### src/hdl/vkd_pkg.sv
// Shared constants and helpers for the K=3 rate one-half hard-decision Viterbi decoder.
// No dependencies; imported by vkd_acs and viterbi_k3_hard_decision_decoder.
package vkd_pkg;

   localparam int METRIC_WIDTH_DEFAULT = 10;   // path metric width
   localparam int CFG_WIDTH            = 10;   // initial_other_metric register width
   localparam int CFG_RESET            = 3;    // initial_other_metric after reset
   localparam int NUM_STATES           = 4;
   localparam int REQ_DATA_WIDTH       = 8;
   localparam int RSP_DATA_WIDTH       = 8;

   // Hamming distance between the received pair and a branch symbol
   function automatic logic [1:0] branch_distance(input logic [1:0] rx, input logic [1:0] sym);
      logic [1:0] diff;
      diff = rx ^ sym;
      return {1'b0, diff[1]} + {1'b0, diff[0]};
   endfunction

endpackage

### src/hdl/vkd_acs.sv
// One add-compare-select unit with saturating result.
// Depends on vkd_pkg for the default metric width.
module vkd_acs #(
   parameter int METRIC_WIDTH = vkd_pkg::METRIC_WIDTH_DEFAULT
) (
   input  logic [METRIC_WIDTH-1:0] metric_a,
   input  logic [1:0]              branch_a,
   input  logic [METRIC_WIDTH-1:0] metric_b,
   input  logic [1:0]              branch_b,
   output logic [METRIC_WIDTH-1:0] metric_out
);
   import vkd_pkg::*;

   logic [METRIC_WIDTH:0] sum_a;
   logic [METRIC_WIDTH:0] sum_b;
   logic [METRIC_WIDTH:0] chosen;

   assign sum_a = {1'b0, metric_a} + (METRIC_WIDTH+1)'(branch_a);
   assign sum_b = {1'b0, metric_b} + (METRIC_WIDTH+1)'(branch_b);

   // first candidate wins a tie
   assign chosen = (sum_a <= sum_b) ? sum_a : sum_b;

   // clip at the top of the metric range
   assign metric_out = chosen[METRIC_WIDTH] ? {METRIC_WIDTH{1'b1}} : chosen[METRIC_WIDTH-1:0];

endmodule

### src/hdl/viterbi_k3_hard_decision_decoder.sv
// Top level of the K=3 (generators 7, 5) rate one-half hard-decision Viterbi decoder.
// Depends on vkd_pkg and vkd_acs.
//
// Takes one received code-bit pair per request and returns one decision per request, one
// request per clock sustained while results are taken. The four add-compare-select units
// and the tracked-state step sit between the path metric registers and the output register,
// so a result appears in the cycle after its request is accepted and a new request is taken
// while the previous result waits, as long as the output register is empty or being drained.
// There is no traceback: the decision is the upper bit of a tracked state that follows the
// better successor. A request with the start flag reloads metrics {0, m, m, m}
// (m = initial_other_metric, clipped to the metric width) and state zero before the pair is
// used; a register write only affects the next start.
module viterbi_k3_hard_decision_decoder #(
   parameter int METRIC_WIDTH = vkd_pkg::METRIC_WIDTH_DEFAULT
) (
   input  logic                                clock,
   input  logic                                reset,
   input  logic                                req_tvalid,
   output logic                                req_tready,
   input  logic [vkd_pkg::REQ_DATA_WIDTH-1:0]  req_tdata,   // [0] code_bit_first, [1] code_bit_second
   input  logic                                req_tuser,   // [0] stream_start
   output logic                                rsp_tvalid,
   input  logic                                rsp_tready,
   output logic [vkd_pkg::RSP_DATA_WIDTH-1:0]  rsp_tdata,   // [0] decoded_bit, [2:1] tracked_state_out
   input  logic                                csr_wr_en,
   input  logic [vkd_pkg::CFG_WIDTH-1:0]       csr_wr_data
);
   import vkd_pkg::*;

   logic [CFG_WIDTH-1:0]    init_metric_cfg_ff;
   logic [METRIC_WIDTH-1:0] init_metric;
   logic [METRIC_WIDTH-1:0] path_metric_ff [NUM_STATES];
   logic [METRIC_WIDTH-1:0] path_metric_in [NUM_STATES];
   logic [METRIC_WIDTH-1:0] cur_metric     [NUM_STATES];
   logic [1:0]              tracked_state_ff;
   logic [1:0]              tracked_state_in;
   logic [1:0]              cur_state;
   logic [1:0]              low_succ;
   logic [1:0]              high_succ;
   logic [1:0]              rx_pair;
   logic [1:0]              bm [NUM_STATES];
   logic                    stream_start;
   logic                    req_accept;
   logic                    rsp_valid_ff;
   logic [1:0]              rsp_state_ff;

   assign req_accept   = req_tvalid && req_tready;
   assign req_tready   = !rsp_valid_ff || rsp_tready;
   assign stream_start = req_tuser;
   assign rx_pair      = {req_tdata[0], req_tdata[1]};

   // clip the register value to the metric width
   generate
      if (METRIC_WIDTH >= CFG_WIDTH) begin : g_init_wide
         assign init_metric = METRIC_WIDTH'(init_metric_cfg_ff);
      end else begin : g_init_narrow
         assign init_metric = (|init_metric_cfg_ff[CFG_WIDTH-1:METRIC_WIDTH]) ?
                              {METRIC_WIDTH{1'b1}} : init_metric_cfg_ff[METRIC_WIDTH-1:0];
      end
   endgenerate

   always_ff @(posedge clock) begin
      if (reset) begin
         init_metric_cfg_ff <= CFG_WIDTH'(CFG_RESET);
      end else if (csr_wr_en) begin
         init_metric_cfg_ff <= csr_wr_data;
      end
   end

   // metrics and state in effect for this pair
   always_comb begin
      for (int s = 0; s < NUM_STATES; s++) begin
         if (stream_start) begin
            cur_metric[s] = (s == 0) ? '0 : init_metric;
         end else begin
            cur_metric[s] = path_metric_ff[s];
         end
         bm[s] = branch_distance(rx_pair, 2'(s));
      end
      cur_state = stream_start ? 2'd0 : tracked_state_ff;
   end

   vkd_acs #(.METRIC_WIDTH(METRIC_WIDTH)) u_acs0 (
      .metric_a(cur_metric[0]), .branch_a(bm[0]),
      .metric_b(cur_metric[1]), .branch_b(bm[3]),
      .metric_out(path_metric_in[0])
   );
   vkd_acs #(.METRIC_WIDTH(METRIC_WIDTH)) u_acs1 (
      .metric_a(cur_metric[2]), .branch_a(bm[2]),
      .metric_b(cur_metric[3]), .branch_b(bm[1]),
      .metric_out(path_metric_in[1])
   );
   vkd_acs #(.METRIC_WIDTH(METRIC_WIDTH)) u_acs2 (
      .metric_a(cur_metric[0]), .branch_a(bm[3]),
      .metric_b(cur_metric[1]), .branch_b(bm[0]),
      .metric_out(path_metric_in[2])
   );
   vkd_acs #(.METRIC_WIDTH(METRIC_WIDTH)) u_acs3 (
      .metric_a(cur_metric[2]), .branch_a(bm[1]),
      .metric_b(cur_metric[3]), .branch_b(bm[2]),
      .metric_out(path_metric_in[3])
   );

   // follow the better successor, lower one on a tie
   assign low_succ         = {1'b0, cur_state[1]};
   assign high_succ        = {1'b1, cur_state[1]};
   assign tracked_state_in = (path_metric_in[low_succ] <= path_metric_in[high_succ]) ?
                             low_succ : high_succ;

   always_ff @(posedge clock) begin
      if (reset) begin
         for (int s = 0; s < NUM_STATES; s++) begin
            path_metric_ff[s] <= (s == 0) ? '0 : METRIC_WIDTH'(CFG_RESET);
         end
         tracked_state_ff <= 2'd0;
      end else if (req_accept) begin
         path_metric_ff   <= path_metric_in;
         tracked_state_ff <= tracked_state_in;
      end
   end

   // output register: hold until taken
   always_ff @(posedge clock) begin
      if (reset) begin
         rsp_valid_ff <= 1'b0;
      end else if (req_accept) begin
         rsp_valid_ff <= 1'b1;
      end else if (rsp_tready) begin
         rsp_valid_ff <= 1'b0;
      end
   end

   always_ff @(posedge clock) begin
      if (req_accept) begin
         rsp_state_ff <= tracked_state_in;
      end
   end

   assign rsp_tvalid = rsp_valid_ff;
   assign rsp_tdata  = {{(RSP_DATA_WIDTH-3){1'b0}}, rsp_state_ff, rsp_state_ff[1]};

   // a decision is always offered the cycle after its request is taken
   assert property (@(posedge clock) disable iff (reset)
      (!reset && req_accept) |=> rsp_valid_ff)
      else $error("result not registered after accepted request");

   // from state zero only states zero and two are reachable
   assert property (@(posedge clock) disable iff (reset)
      (!reset && req_accept && stream_start) |=> (tracked_state_ff[0] == 1'b0))
      else $error("tracked state left the start successors");

   // the lower state bit carries the previous decision
   assert property (@(posedge clock) disable iff (reset)
      (!reset && req_accept && !stream_start) |=>
         (tracked_state_ff[0] == $past(tracked_state_ff[1])))
      else $error("tracked state moved to a non-successor");

   // the offered result matches the tracked state until the next request
   assert property (@(posedge clock) disable iff (reset)
      (!reset && req_accept) |=> (rsp_state_ff == tracked_state_ff))
      else $error("result and tracked state disagree");

endmodule
### config.mk
export PLATFORM = sky130hd
export DESIGN_NAME = viterbi_k3_hard_decision_decoder
export DESIGN_NICKNAME = d
export VERILOG_FILES = /design/src/hdl/vkd_pkg.sv /design/src/hdl/vkd_acs.sv /design/src/hdl/viterbi_k3_hard_decision_decoder.sv
export SDC_FILE = /design/constraint.sdc
export NUM_CORES = 1
export LEC_CHECK = 0
export BUFFER_PORTS_ARGS = -buffer_cell sky130_fd_sc_hd__buf_2
export CORE_ASPECT_RATIO = 0.75
export CORE_MARGIN = 2
export CORE_UTILIZATION = 45
export DETAILED_ROUTE_END_ITERATION = 12
export HOLD_SLACK_MARGIN = 0.06
export MAX_ROUTING_LAYER = met4
export PLACE_DENSITY = 0.72
export SLEW_MARGIN = 20
export SYNTH_ARGS = -nofsm -noshare
export SYNTH_HDL_FRONTEND = slang
export SYNTH_SLANG_ARGS = --single-unit
### constraint.sdc
create_clock -name clock -period 8.3 [get_ports clock]
set_input_delay 0 -clock clock [delete_from_list [all_inputs] [get_ports clock]]
set_output_delay 0 -clock clock [all_outputs]
set_load 0.1 [all_outputs]
# Word-level counts from Yosys, hierarchy flattened
# Cells that the tools add are included.
# word_totals
reg_bits,55
inputBits,24
word_cells,58
# classes
n_addsub,12
magnitude_cmp,7
n_mux,22
bitwise_logic,5
n_reduce_logical,4
# op_table
cell,count
$mux 10,12
$add 10x2->11,8
$le 11x11->1,4
$mux 11,4
$bmux 10 s2,2
$le 10x10->1,1
$add 1x1->2,4
$ge 3x3->1 const B,2
$mux 2,2
$not 1->3,1
$not 2->3,1
$mux 1,2
$not 1->1,2
$not 2->2,1
$reduce_bool 2->1,1
$logic_and 1x1->1,1
$logic_not 1->1,1
$logic_or 1x1->1,1

# Longest topological paths before layout
# Gate-level depths: netlist of the first run.
# depth
depth_word,11
ltp_mapped,36
mapped_depth_nobuf,28

# Modules after synthesis
# From an unflattened synthesis of the first run, not the netlist that was laid out.
# hier_totals
hier_cells,903
area_unflattened_um2,6870.3
# modules_own_cells
module,n_inst,cells_each,area_per_inst_um2,seq_area_each_um2
vkd_acs at u_acs0 ...,3,140,1018.5,0.0
viterbi_k3_hard_decision_decoder,1,359,2854.0,1101.1
vkd_acs at u_acs1,1,124,960.9,0.0

# Worst setup path after synthesis of the first run
# No wires, ideal clock.
# synth_timing
kind,input to register
from,input port req_tuser
to,register tracked_state_ff[1]
setup_time_ns,0.140
arrival_ns,6.339
required_ns,8.160
path_slack_ns,1.821
stages,34
cell_sequence,buf_6 > buf_2 > buf_2 > buf_2 > buf_2 > buf_2 > buf_2 > clkbuf_1 > nand2_1 > o21ai_0 > ha_1 > nand2_1 > or2_2 > a21oi_1 > nand2_1 > xnor2_1 > ha_1 > nand4_1 > nor4_1 > o41ai_1 > o211ai_1 > nand2_2 > buf_2 > a311o_1 > o211ai_1 > ha_1 > a21o_1 > a21o_1 > a21o_1 > a21o_1 > a211o_1 > a21oi_1 > nand4b_1 > o311ai_0
# synth_via
elab_chain_cells,10
word_cells_on_any_way,35
classes_between,8 x add/sub; 5 x order compare; 20 x mux; 2 x bitwise
# synth_rtl
element,line_no,source
"start, declared",viterbi_k3_hard_decision_decoder.sv:21,"input logic req_tuser,"
$mux 10,viterbi_k3_hard_decision_decoder.sv:73,if (stream_start) begin
"$add 10x2->11, on equally long branches","vkd_acs.sv:18, vkd_acs.sv:19",
$le 11x11->1,vkd_acs.sv:22,assign chosen = (sum_a <= sum_b) ? sum_a : sum_b;
$mux 11,vkd_acs.sv:22,
$mux 10,vkd_acs.sv:25,assign metric_out = chosen[METRIC_WIDTH] ? {METRIC_WIDTH{1'b1}} : chosen[METRIC_WIDTH-1:0];
$bmux 10 s2,viterbi_k3_hard_decision_decoder.sv:107,assign tracked_state_in = (path_metric_in[low_succ] <= path_metric_in[high_succ]) ?
$mux 10 (not written as such) (2 in series),viterbi_k3_hard_decision_decoder.sv:107,
$le 10x10->1 (*),viterbi_k3_hard_decision_decoder.sv:107,
$mux 2 (*),viterbi_k3_hard_decision_decoder.sv:107,
"end signal, assigned",viterbi_k3_hard_decision_decoder.sv:118,tracked_state_ff <= tracked_state_in;
"end, declared",viterbi_k3_hard_decision_decoder.sv:35,logic [1:0] tracked_state_ff;
# Every way passes the cells marked *; elsewhere a longest branch is shown, timed or not. The select of a mux whose other input is x is not followed.
# A chain may end at the register's enable or synchronous reset.

# Final worst setup path of the first run
# layout_timing
from,register init_metric_cfg_ff[2] (netlist: init_metric[2])
to,register tracked_state_ff[1]
# layout_via
elab_chain_cells,10
word_cells_on_any_way,29
classes_between,6 x add/sub; 5 x order compare; 18 x mux
# layout_rtl
element,line_no,source
"start, declared",viterbi_k3_hard_decision_decoder.sv:30,logic [CFG_WIDTH-1:0] init_metric_cfg_ff;
"start signal, assigned",viterbi_k3_hard_decision_decoder.sv:64,init_metric_cfg_ff <= CFG_WIDTH'(CFG_RESET);
"start signal, assigned",viterbi_k3_hard_decision_decoder.sv:66,init_metric_cfg_ff <= csr_wr_data;
$mux 10,viterbi_k3_hard_decision_decoder.sv:73,
"$add 10x2->11, on equally long branches","vkd_acs.sv:18, vkd_acs.sv:19",
$le 11x11->1,vkd_acs.sv:22,
$mux 11,vkd_acs.sv:22,
$mux 10,vkd_acs.sv:25,
$bmux 10 s2,viterbi_k3_hard_decision_decoder.sv:107,
$mux 10 (not written as such) (2 in series),viterbi_k3_hard_decision_decoder.sv:107,
$le 10x10->1 (*),viterbi_k3_hard_decision_decoder.sv:107,
$mux 2 (*),viterbi_k3_hard_decision_decoder.sv:107,
# Marked as above.

==> run_results.csv, run 1 <==
group,metric,value,unit
sta,drv_slew,0,
power_and_ir_drop,leakage,3.08,nW
logic_synthesis,ys_warn_count,0,
clocking,clock_latency,310,ps
clocking,cts_tree,"done",
drt,vias,6567,
setup_path,cp_max_fo,25,
logic_synthesis,synthArstFlopShare,0,%
die,dieArea,15900,µm²
finish,multi_input_area,5210,µm²
worst_hold_path,min_from,"csr_wr_en",
placement,post-place-cells,1067,
setup_path,cp-start-kind,"flip-flop",
logic_synthesis,yosysSeqAreaShare,16.4,%
setup_path,worstPathArrival,6830,ps
placement,placed_cell_area,6930,µm²
finish,fill_cells,1407,
sta,setup_viol,0,
clocking,ctsResizeCount,0,
setup_path,crit_path_start,"init_metric[2]",
placement,gp_congestion,0.997,
sta,period_share,80.3,%
logic_synthesis,synth_edf_count,2,
job,drv_cap,0,
finish,drive_above_1_share,8.23,%
sta,rsz0062_at_grt,"no",
sta,fin_worst_skew,7.72,ps
logic_synthesis,yosysTopAreaCellShare,15.5,%
global_route,overflow,0,
power_and_ir_drop,p_total,1.21,mW
sta,hold_viol_final,0,
drt,routed_wl,20.7,mm
clocking,h-tree-depth,2,
finish,antenna_cells,0,
global_route,grt_usage,26.6,%
drt,ant_nets,0,
finish,area_delta_synth_final,7.43,%
setup_path,end_kind,"flip-flop",
sta,fin_setup_tns,0,ps
setup_path,critPathRequiredTime,8460,ps
clocking,post_cts_buffers,0,
finish,nets,978,
clocking,cts_hold_buf,12,
worst_hold_path,hold_class,"in2reg",
die,die_w,145,µm
clocking,cts_inserted_buffers,5,
clocking,cts_max_path_buffers,2,
clocking,cts_root_buf,"clkbuf_16",
global_route,grt_pass1_wl,31.9,mm
sta,fmax,0.150,GHz
power_and_ir_drop,peakVddDrop,0.257,mV
die,dieHeight,110,µm
finish,instances_no_fill,1087,
finish,final_cell_mix,"95 x nor2_1, 76 x nand2_1, 66 x ha_1",
global_route,grt_pass1_vias,5696,
finish,final_common_cell,"nor2_1",
status,status,"finished clean",
finish,design_area,7200,µm²
clocking,path_clk_slew,80,ps
die,io_pins,34,
logic_synthesis,ys_seq_elements,54,
placement,portBuffers,22,
setup_path,critical_path_class,"reg2reg",
drt,drt-initial-drc-count,711,
sta,relSlewSlack,47.7,%
die,initial_core_util,46.2,%
placement,place_hpwl,16.0,mm
drt,first_pass_iters,5,
logic_synthesis,syn_inst,877,
logic_synthesis,synth_top_flop_cell,"dfxtp_1",
power_and_ir_drop,power.density,169,nW/µm²
drt,vias_per_cell,6.04,
drt,wire_per_inst,19.1,µm
global_route,grt_max_degree,56,
logic_synthesis,synth_cell_types,76,
sta,fin_crit,6670,ps
die,core_area,14500,µm²
finish,final-seq-area,1100,µm²
logic_synthesis,synth.avg_cell_area,7.64,µm²
global_route,antenna_found_initial,0,
setup_path,timing.rr.start,"init_metric[2]",
logic_synthesis,yosysTopAreaCell,"dfxtp_1",
setup_path,reg2reg_slack,1630,ps
logic_synthesis,synth_area_leaders,"dfxtp_1 16%, ha_1 12%, mux2i_1 8.5%, nor2_1 5.3%, xnor2_1 5.0%",
drt,route.detailed.drc,0,
sta,worst_pin_slew,784,ps
die,fp-row-count,38,
logic_synthesis,syn_area,6700,µm²
clocking,clock-sinks,54,
==> path summary, 6_finish.rpt <==
path                    endpoint  cells after the start
max          tracked_state_ff[1]                     22
min               init_metric[4]                      3
max reg2reg  tracked_state_ff[1]                     22
min reg2reg   path_metric_ff[10]                      2
==> final cells by class <==
class                      instances  area share, %
multi-input combinational        736           72.4
sequential                        54           15.3
clock inverter                     2          0.226
inverter                          43           2.24
clock buffer                       6           1.93
tap                              200           3.48
timing repair buffer              46           4.48
==> worst max-delay path, cell delays in order (launching register included) <==
cell and delay [ps]:
dfxtp_1 700, nand3_2 360, a22o_1 460, a21oi_1 600
nand2_1 140, xnor2_1 190, ha_1 320, nand4_1 230
nor4_1 340, o41ai_1 130, o211ai_1 310, nand2_2 380
a311o_1 440, o211ai_1 90, ha_1 270, a21o_1 200
a21o_1 170, a21o_1 170, a21o_1 170, a211o_1 280
a21oi_1 250, nand4b_1 160, o311ai_0 140
==> registers in the layout (all words and copies together) (netlist names) <==
register	flops
rsp_state_ff	2
path_metric_ff	40
init_metric	10
tracked_state_ff	1
rsp_tvalid	1
==> Yosys cell counts, drive strengths merged (4+ instances only) <==
cell	number
nor2	95
nand2	77
ha	66
mux2i	57
dfxtp	52
a21oi	41
inv	40
xnor2	38
o21ai	30
nand3b	28
buf	26
nor3	25
a21o	24
nand3	24
clkbuf	22
xor2	22
and2	19
nor2b	15
o211ai	14
nor3b	12
mux2	10
o21a	10
and3	8
nand2b	8
nand4	8
or3	8
o22ai	7
o311ai	7
a211o	6
or2	6
a22oi	5
nor4	5
o221ai	5
a2111oi	4
a211oi	4
a22o	4
o31ai	4
==> logic make-up (layout without fill, tap and decap cells) <==
kind of cell,count (synthesis),in the layout,synth area share [%]
and+or+nand+nor,346,346,26.3
other,1,5,0.0559
buffers and inverters,91,97,6.07
xor gates and xnor gates,60,60,7.84
AOI/OAI and AO/OA,187,187,19.7
DFF,54,54,16.4
muxes,67,67,10.2
adders and majority gates,71,71,13.4
==> where the power goes <==
group	leakage [nW]	internal, mW	total [mW]	switching, mW
Sequential	0.446	0.288	0.313	0.0250
Combinational	2.56	0.249	0.666	0.417
Clock	0.0735	0.122	0.236	0.114
Total	3.08	0.658	1.21	0.557
==> metrics by stage <==
step	setup slack, ps	util [%]	hold WS, ps
6_report	1630	49.7	145
5_1_grt	1340	49.7	165
4_1_cts	1860	49.7	147
3_5_place_dp	1900	47.8	207
3_3_place_gp	1940	47.8	211
2_1_floorplan	1820	-	118
==> per-layer routing <==
metal,global-route usage [%],wire (µm),vias to the layer above
met3,6.72,2250,25
met4,2.12,184,0
met2,36.8,8020,305
met1,39.8,10300,3074
li1,-,-,3163
met5,-,0,-
No activity file was read; power rests on OpenSTA's default activity.
==> run 2, diff against run 1 <==
Settings changed: ABC_AREA set to 1, PLACE_DENSITY 0.72 to 0.74.
Clock period 8.3 ns to 6.05 ns, I/O delays scaled along.
==> run_results.csv, run 2 <==
group,metric,value,unit
clocking,post_cts_buffers,0,
drt,ant_nets,0,
setup_path,critPathRequiredTime,6110,ps
sta,fin_setup_tns,0,ps
die,dieHeight,108,µm
worst_hold_path,hold_class,"in2reg",
setup_path,worstPathArrival,5500,ps
clocking,cts_tree,"done",
setup_path,cp-start-kind,"flip-flop",
sta,setup_viol,0,
logic_synthesis,synth.avg_cell_area,5.94,µm²
sta,hold_viol_final,0,
sta,relSlewSlack,42.1,%
sta,worst_pin_slew,868,ps
global_route,grt_usage,25.4,%
finish,nets,1211,
logic_synthesis,yosysTopAreaCellShare,17.4,%
setup_path,timing.rr.start,"init_metric[0]",
finish,final_common_cell,"nand2_1",
logic_synthesis,syn_area,6540,µm²
placement,dp_slack,520,ps
clocking,cts_root_buf,"clkbuf_16",
placement,place_hpwl,14.7,mm
die,io_pins,34,
setup_path,crit_path_start,"init_metric[0]",
clocking,clock_latency,300,ps
finish,top_register,"path_metric_ff",
global_route,use_met3,2.92,%
job,drv_cap,0,
setup_path,r2r_end,"rsp_state_ff[1]",
finish,antenna_cells,0,
sta,drv_slew,0,
finish,drive_above_1_share,7.50,%
setup_path,crit_buf_inv,3,
clocking,path_clk_slew,80,ps
clocking,cts_inserted_buffers,5,
drt,vias_per_cell,5.16,
power_and_ir_drop,peakVddDrop,0.144,mV
power_and_ir_drop,p_total,2.26,mW
clocking,h-tree-depth,2,
logic_synthesis,synthArstFlopShare,0,%
drt,drt-initial-drc-count,883,
status,status,"finished clean",
finish,instances_no_fill,1320,
setup_path,crit_slowest_cell,"dfxtp_1",
placement,gp_congestion,0.955,
sta,fin_ws,608,ps
setup_path,cp-endpoint,"rsp_state_ff[1]",
global_route,antenna_found_initial,0,
die,initial_core_util,45.6,%
global_route,overflow,0,
logic_synthesis,synth_area_leaders,"nand2_1 17%, dfxtp_1 16%, ha_1 13%, inv_1 10%, nand3_1 7.2%",
power_and_ir_drop,leakage,3.95,nW
logic_synthesis,syn_inst,1101,
finish,design_area,7080,µm²
placement,post-place-cells,1299,
logic_synthesis,ys_warn_count,0,
global_route,grt_pass1_vias,6022,
setup_path,slowest_delay,450,ps
setup_path,crit_top_cell,"nand2_1",
sta,fmax,0.184,GHz
logic_synthesis,ys_seq_elements,54,
logic_synthesis,synth_most_common_cell,"nand2_1",
global_route,grtUsageMet2,37.2,%
die,dieArea,15500,µm²
drt,wire_per_inst,13.9,µm
finish,area_delta_synth_final,8.26,%
power_and_ir_drop,power.density,319,nW/µm²
drt,first_pass_iters,7,
setup_path,cp_max_fo,12,
setup_path,reg2reg_slack,610,ps
global_route,grt_max_degree,52,
sta,period_share,90.0,%
global_route,busiest_layer,"met1",
sta,fin_worst_skew,8.42,ps
placement,placed_cell_area,6780,µm²
placement,portBuffers,22,
die,fp-row-count,38,
global_route,met1_usage,38.7,%
setup_path,path_depth,33,
setup_path,ff2ff_path_depth,33,
logic_synthesis,yosysTopAreaCell,"nand2_1",
drt,routed_wl,18.3,mm
global_route,grt_pass1_wl,30.2,mm
finish,final_cell_mix,"302 x nand2_1, 182 x inv_1, 102 x nor2_1",
drt,vias,6807,
sta,fin_crit,5440,ps
logic_synthesis,synth_cell_types,38,
setup_path,critical_path_class,"reg2reg",
die,core_area,14400,µm²
die,die_w,143,µm
finish,largest_reg_flops,40,
logic_synthesis,synth_edf_count,2,
logic_synthesis,synth_common_cells,"303 x nand2_1, 182 x inv_1, 102 x nor2_1",
drt,route.detailed.drc,0,
logic_synthesis,synth_top_flop_cell,"dfxtp_1",
setup_path,end_kind,"flip-flop",
sta,rsz0062_at_grt,"no",
clocking,clock-sinks,54,
clocking,cts_max_path_buffers,2,
setup_path,crit_family,"simple AND/OR/NAND/NOR gates",
logic_synthesis,yosysSeqAreaShare,16.8,%
[run 2: changes by cell type after synthesis, moves of 14 or more]
cell,change
a21o_1,-24
and2_1,-16
inv_1,+143
mux2i_1,-57
nand2_1,+227
nand2_2,+19
nand3_1,+71
nand3b_1,-25
nor2b_1,-15
o211ai_1,-14
o21ai_1,+22
xnor2_1,-28
xor2_1,+24
[run 2: area by class of cell]
type                       count  area [µm²]
fill                        1533        7280
sequential                    54        1100
clock inverter                 3        43.8
multi-input combinational    825        4530
tap                          200         250
timing repair buffer          47         330
inverter                     186         698
clock buffer                   5         125
[run 2: worst min path at each step]
stage | from | to | slack [ps] | cells past startpoint
2_1_floorplan | csr_wr_data[0] | init_metric[0] | 120 | 2
3_3_place_gp | csr_wr_data[0] | init_metric[0] | 220 | 3
3_5_place_dp | csr_wr_data[0] | init_metric[0] | 220 | 3
4_1_cts | csr_wr_en | init_metric[4] | 70 | 3
5_1_grt | csr_wr_en | init_metric[4] | 80 | 3
6_report | csr_wr_en | init_metric[4] | 70 | 3
[run 2: worst min-delay path, cell delays in order]
cell and delay, ps:
buf_2 160, o21ai_0 100, nor2_1 70
[run 2: power by group]
part / total (mW) / internal (mW) / leakage (nW) / switching, mW
logic: 1.47 / 0.476 / 3.41 / 0.998
clock network: 0.336 / 0.196 / 0.0842 / 0.140
registers: 0.448 / 0.419 / 0.452 / 0.0282
total: 2.26 / 1.09 / 3.95 / 1.17
[run 2: timing repair]
action / in CTS / in global routing
gates resized for setup: 0 / 1
hold buffers: 13 / 0
endpoints found under the hold margin: 11 / 0
setup endpoints to repair: 0 / 1
[run 2: metal layers]
layer	share of wire (%)	vias up
li1	-	3482
met1	50	3054
met2	41	261
met3	8.2	10
met4	0.52	0
met5	0	-
[run 2: per-stage QoR]
stage	hold WS, ps	utilization [%]
2_1_floorplan	122	-
3_3_place_gp	220	47.2
3_5_place_dp	225	47.2
4_1_cts	74.1	49.3
5_1_grt	82.3	49.3
6_report	66.9	49.3
[run 2: logic make-up (layout without fill, tap and decap cells)]
kind of cell	count (synthesis)	count (layout)	share of synthesized area (%)
flip-flops	54	54	16.8
buffers and inverters	226	241	14.1
XOR/XNOR	56	56	7.50
other	1	5	0.0573
AND/OR/NAND/NOR	567	567	37.7
AO/OA/AOI/OAI	129	129	10.5
adder cells (fa/ha/maj)	68	68	13.2
==> run 3, diff against run 2 <==
Settings changed: GPL_TIMING_DRIVEN set to 0.
==> run_results.csv, run 3 (synthesized netlist as in run 2, its figures left out) <==
group,metric,value,unit
setup_path,critical_path_class,"reg2reg",
drt,drt-initial-drc-count,953,
die,dieHeight,108,µm
drt,first_pass_iters,6,
die,initial_core_util,45.6,%
die,core_area,14400,µm²
finish,drive_above_1_share,8.06,%
sta,period_share,96.2,%
worst_hold_path,whs_path_depth,3,
clocking,cts_tree,"done",
power_and_ir_drop,intPower,1.08,mW
setup_path,r2r_end,"rsp_state_ff[1]",
sta,worst_pin_slew,901,ps
finish,area_delta_synth_final,9.73,%
sta,drv_slew,0,
global_route,grt_pass1_wl,32.5,mm
finish,largest_reg_flops,40,
sta,fin_crit,5820,ps
power_and_ir_drop,leakage,3.99,nW
power_and_ir_drop,swShare,52.9,%
finish,nets,1233,
drt,vias_per_cell,5.21,
finish,final_common_cell,"nand2_1",
drt,vias,6996,
setup_path,cp_max_fo,10,
die,die_w,143,µm
global_route,antenna_found_initial,0,
clocking,clock_latency,310,ps
status,status,"finished clean",
setup_path,reg2reg_slack,230,ps
setup_path,slowest_delay,450,ps
sta,fmax,0.172,GHz
setup_path,cp-start-kind,"flip-flop",
clocking,cts_root_buf,"clkbuf_16",
finish,top_register,"path_metric_ff",
job,drv_cap,0,
placement,gp_congestion,0.975,
worst_hold_path,min_from,"csr_wr_en",
placement,dp_slack,-187,ps
sta,rsz0062_at_grt,"no",
die,fp-row-count,38,
global_route,grt_pass1_vias,6201,
setup_path,crit_top_cell,"nand2_1",
power_and_ir_drop,pwr-share-clk,13.2,%
drt,ant_nets,0,
placement,portBuffers,20,
setup_path,end_kind,"flip-flop",
sta,setup_viol,0,
setup_path,crit_slowest_cell,"or2_2",
sta,hold_viol_final,0,
sta,fin_ws,230,ps
clocking,clock-sinks,54,
placement,place_hpwl,17.1,mm
setup_path,ff2ff_path_depth,29,
die,io_pins,34,
setup_path,timing.rr.start,"init_metric[2]",
worst_hold_path,holdPathEnd,"init_metric[1]",
finish,antenna_cells,0,
clocking,cts_max_path_buffers,2,
drt,wire_per_inst,15.2,µm
sta,fin_worst_skew,5.19,ps
setup_path,worstPathArrival,5890,ps
finish,final_cell_mix,"302 x nand2_1, 182 x inv_1, 101 x nor2_1",
clocking,cts_inserted_buffers,5,
power_and_ir_drop,power.density,321,nW/µm²
global_route,overflow,0,
clocking,post_cts_buffers,0,
power_and_ir_drop,peakVddDrop,0.173,mV
worst_hold_path,hold_class,"in2reg",
global_route,grt_usage,28.1,%
sta,whs,87.2,ps
drt,routed_wl,20.5,mm
global_route,grt_max_degree,16,
setup_path,critPathRequiredTime,6120,ps
clocking,path_clk_slew,70,ps
drt,route.detailed.drc,0,
power_and_ir_drop,power_switching,1.22,mW
sta,relSlewSlack,39.3,%
clocking,h-tree-depth,2,
power_and_ir_drop,combPwrFrac,67.4,%
die,dieArea,15500,µm²
power_and_ir_drop,pwr-share-seq,19.4,%
[run 3: changes by cell type in the layout (fill, tap and decap cells not counted), moves of 2 or more]
cell,previous run,this run
clkbuf_1,0,20
dlygate4sd3_1,13,11
nor4_1,3,1
nor4_2,0,2
buf_6,0,3
[run 3: worst max-delay path by stage]
stage / startpoint / to / cells past startpoint
final: init_metric[2] / rsp_state_ff[1] / 29
after global routing: init_metric[2] / rsp_state_ff[1] / 29
after CTS: req_tuser / rsp_state_ff[1] / 34
after detailed placement: req_tuser / rsp_state_ff[1] / 34
after global placement: req_tuser / rsp_state_ff[1] / 34
after floorplan: req_tuser / rsp_state_ff[1] / 38
[run 3: worst max-delay path: cells and delay by family (launching register included)]
kind / cells / cell delay, ps
adders and majority gates: 2 / 540
DFF: 1 / 420
and+or+nand+nor: 15 / 2700
AOI/OAI and AO/OA: 6 / 1080
buffers and inverters: 5 / 590
xor gates and xnor gates: 1 / 240
[run 3: stage by stage]
step	instances	area, µm²	total power [mW]	setup TNS [ps]	utilization (%)
4_1_cts	1344	7170	2.26	0	49.9
2_1_floorplan	1105	6560	1.57	0	-
5_1_grt	1342	7180	2.50	0	50.0
6_report	1342	7180	2.30	0	50.0
3_5_place_dp	1325	6910	1.95	-291	48.1
3_3_place_gp	1325	6910	1.93	-266	48.1
[run 3: power by group through the flow]
stage	clock [mW]	sequential, mW	combinational [mW]
after CTS	0.302	0.447	1.51
after detailed placement	0	0.455	1.49
final	0.304	0.448	1.55
after global placement	0	0.453	1.47
after floorplan	0	0.483	1.09
after global routing	0.319	0.453	1.72
[run 3: layout make-up]
type / instances / area, µm²
Fill cell: 1522 / 7180
Timing Repair Buffer: 31 / 210
Multi-Input combinational cell: 825 / 4550
Clock buffer: 7 / 143
Inverter: 186 / 698
Buffer: 38 / 218
Sequential cell: 54 / 1100
Clock inverter: 1 / 5.00
Tap cell: 200 / 250
[run 3: what timing repair did]
action                                  4_1_cts  5_1_grt
gates resized for setup                       0        5
hold buffers                                 11        0
endpoints found under the setup margin        0        2
endpoints found under the hold margin        11        0
[run 3: metal layers]
layer	track usage (%)	vias up	share of wire, %
li1	-	3520	-
met4	4.55	0	0.98
met5	-	-	0
met2	38.6	330	38
met1	43.3	3128	50
met3	4.47	18	10
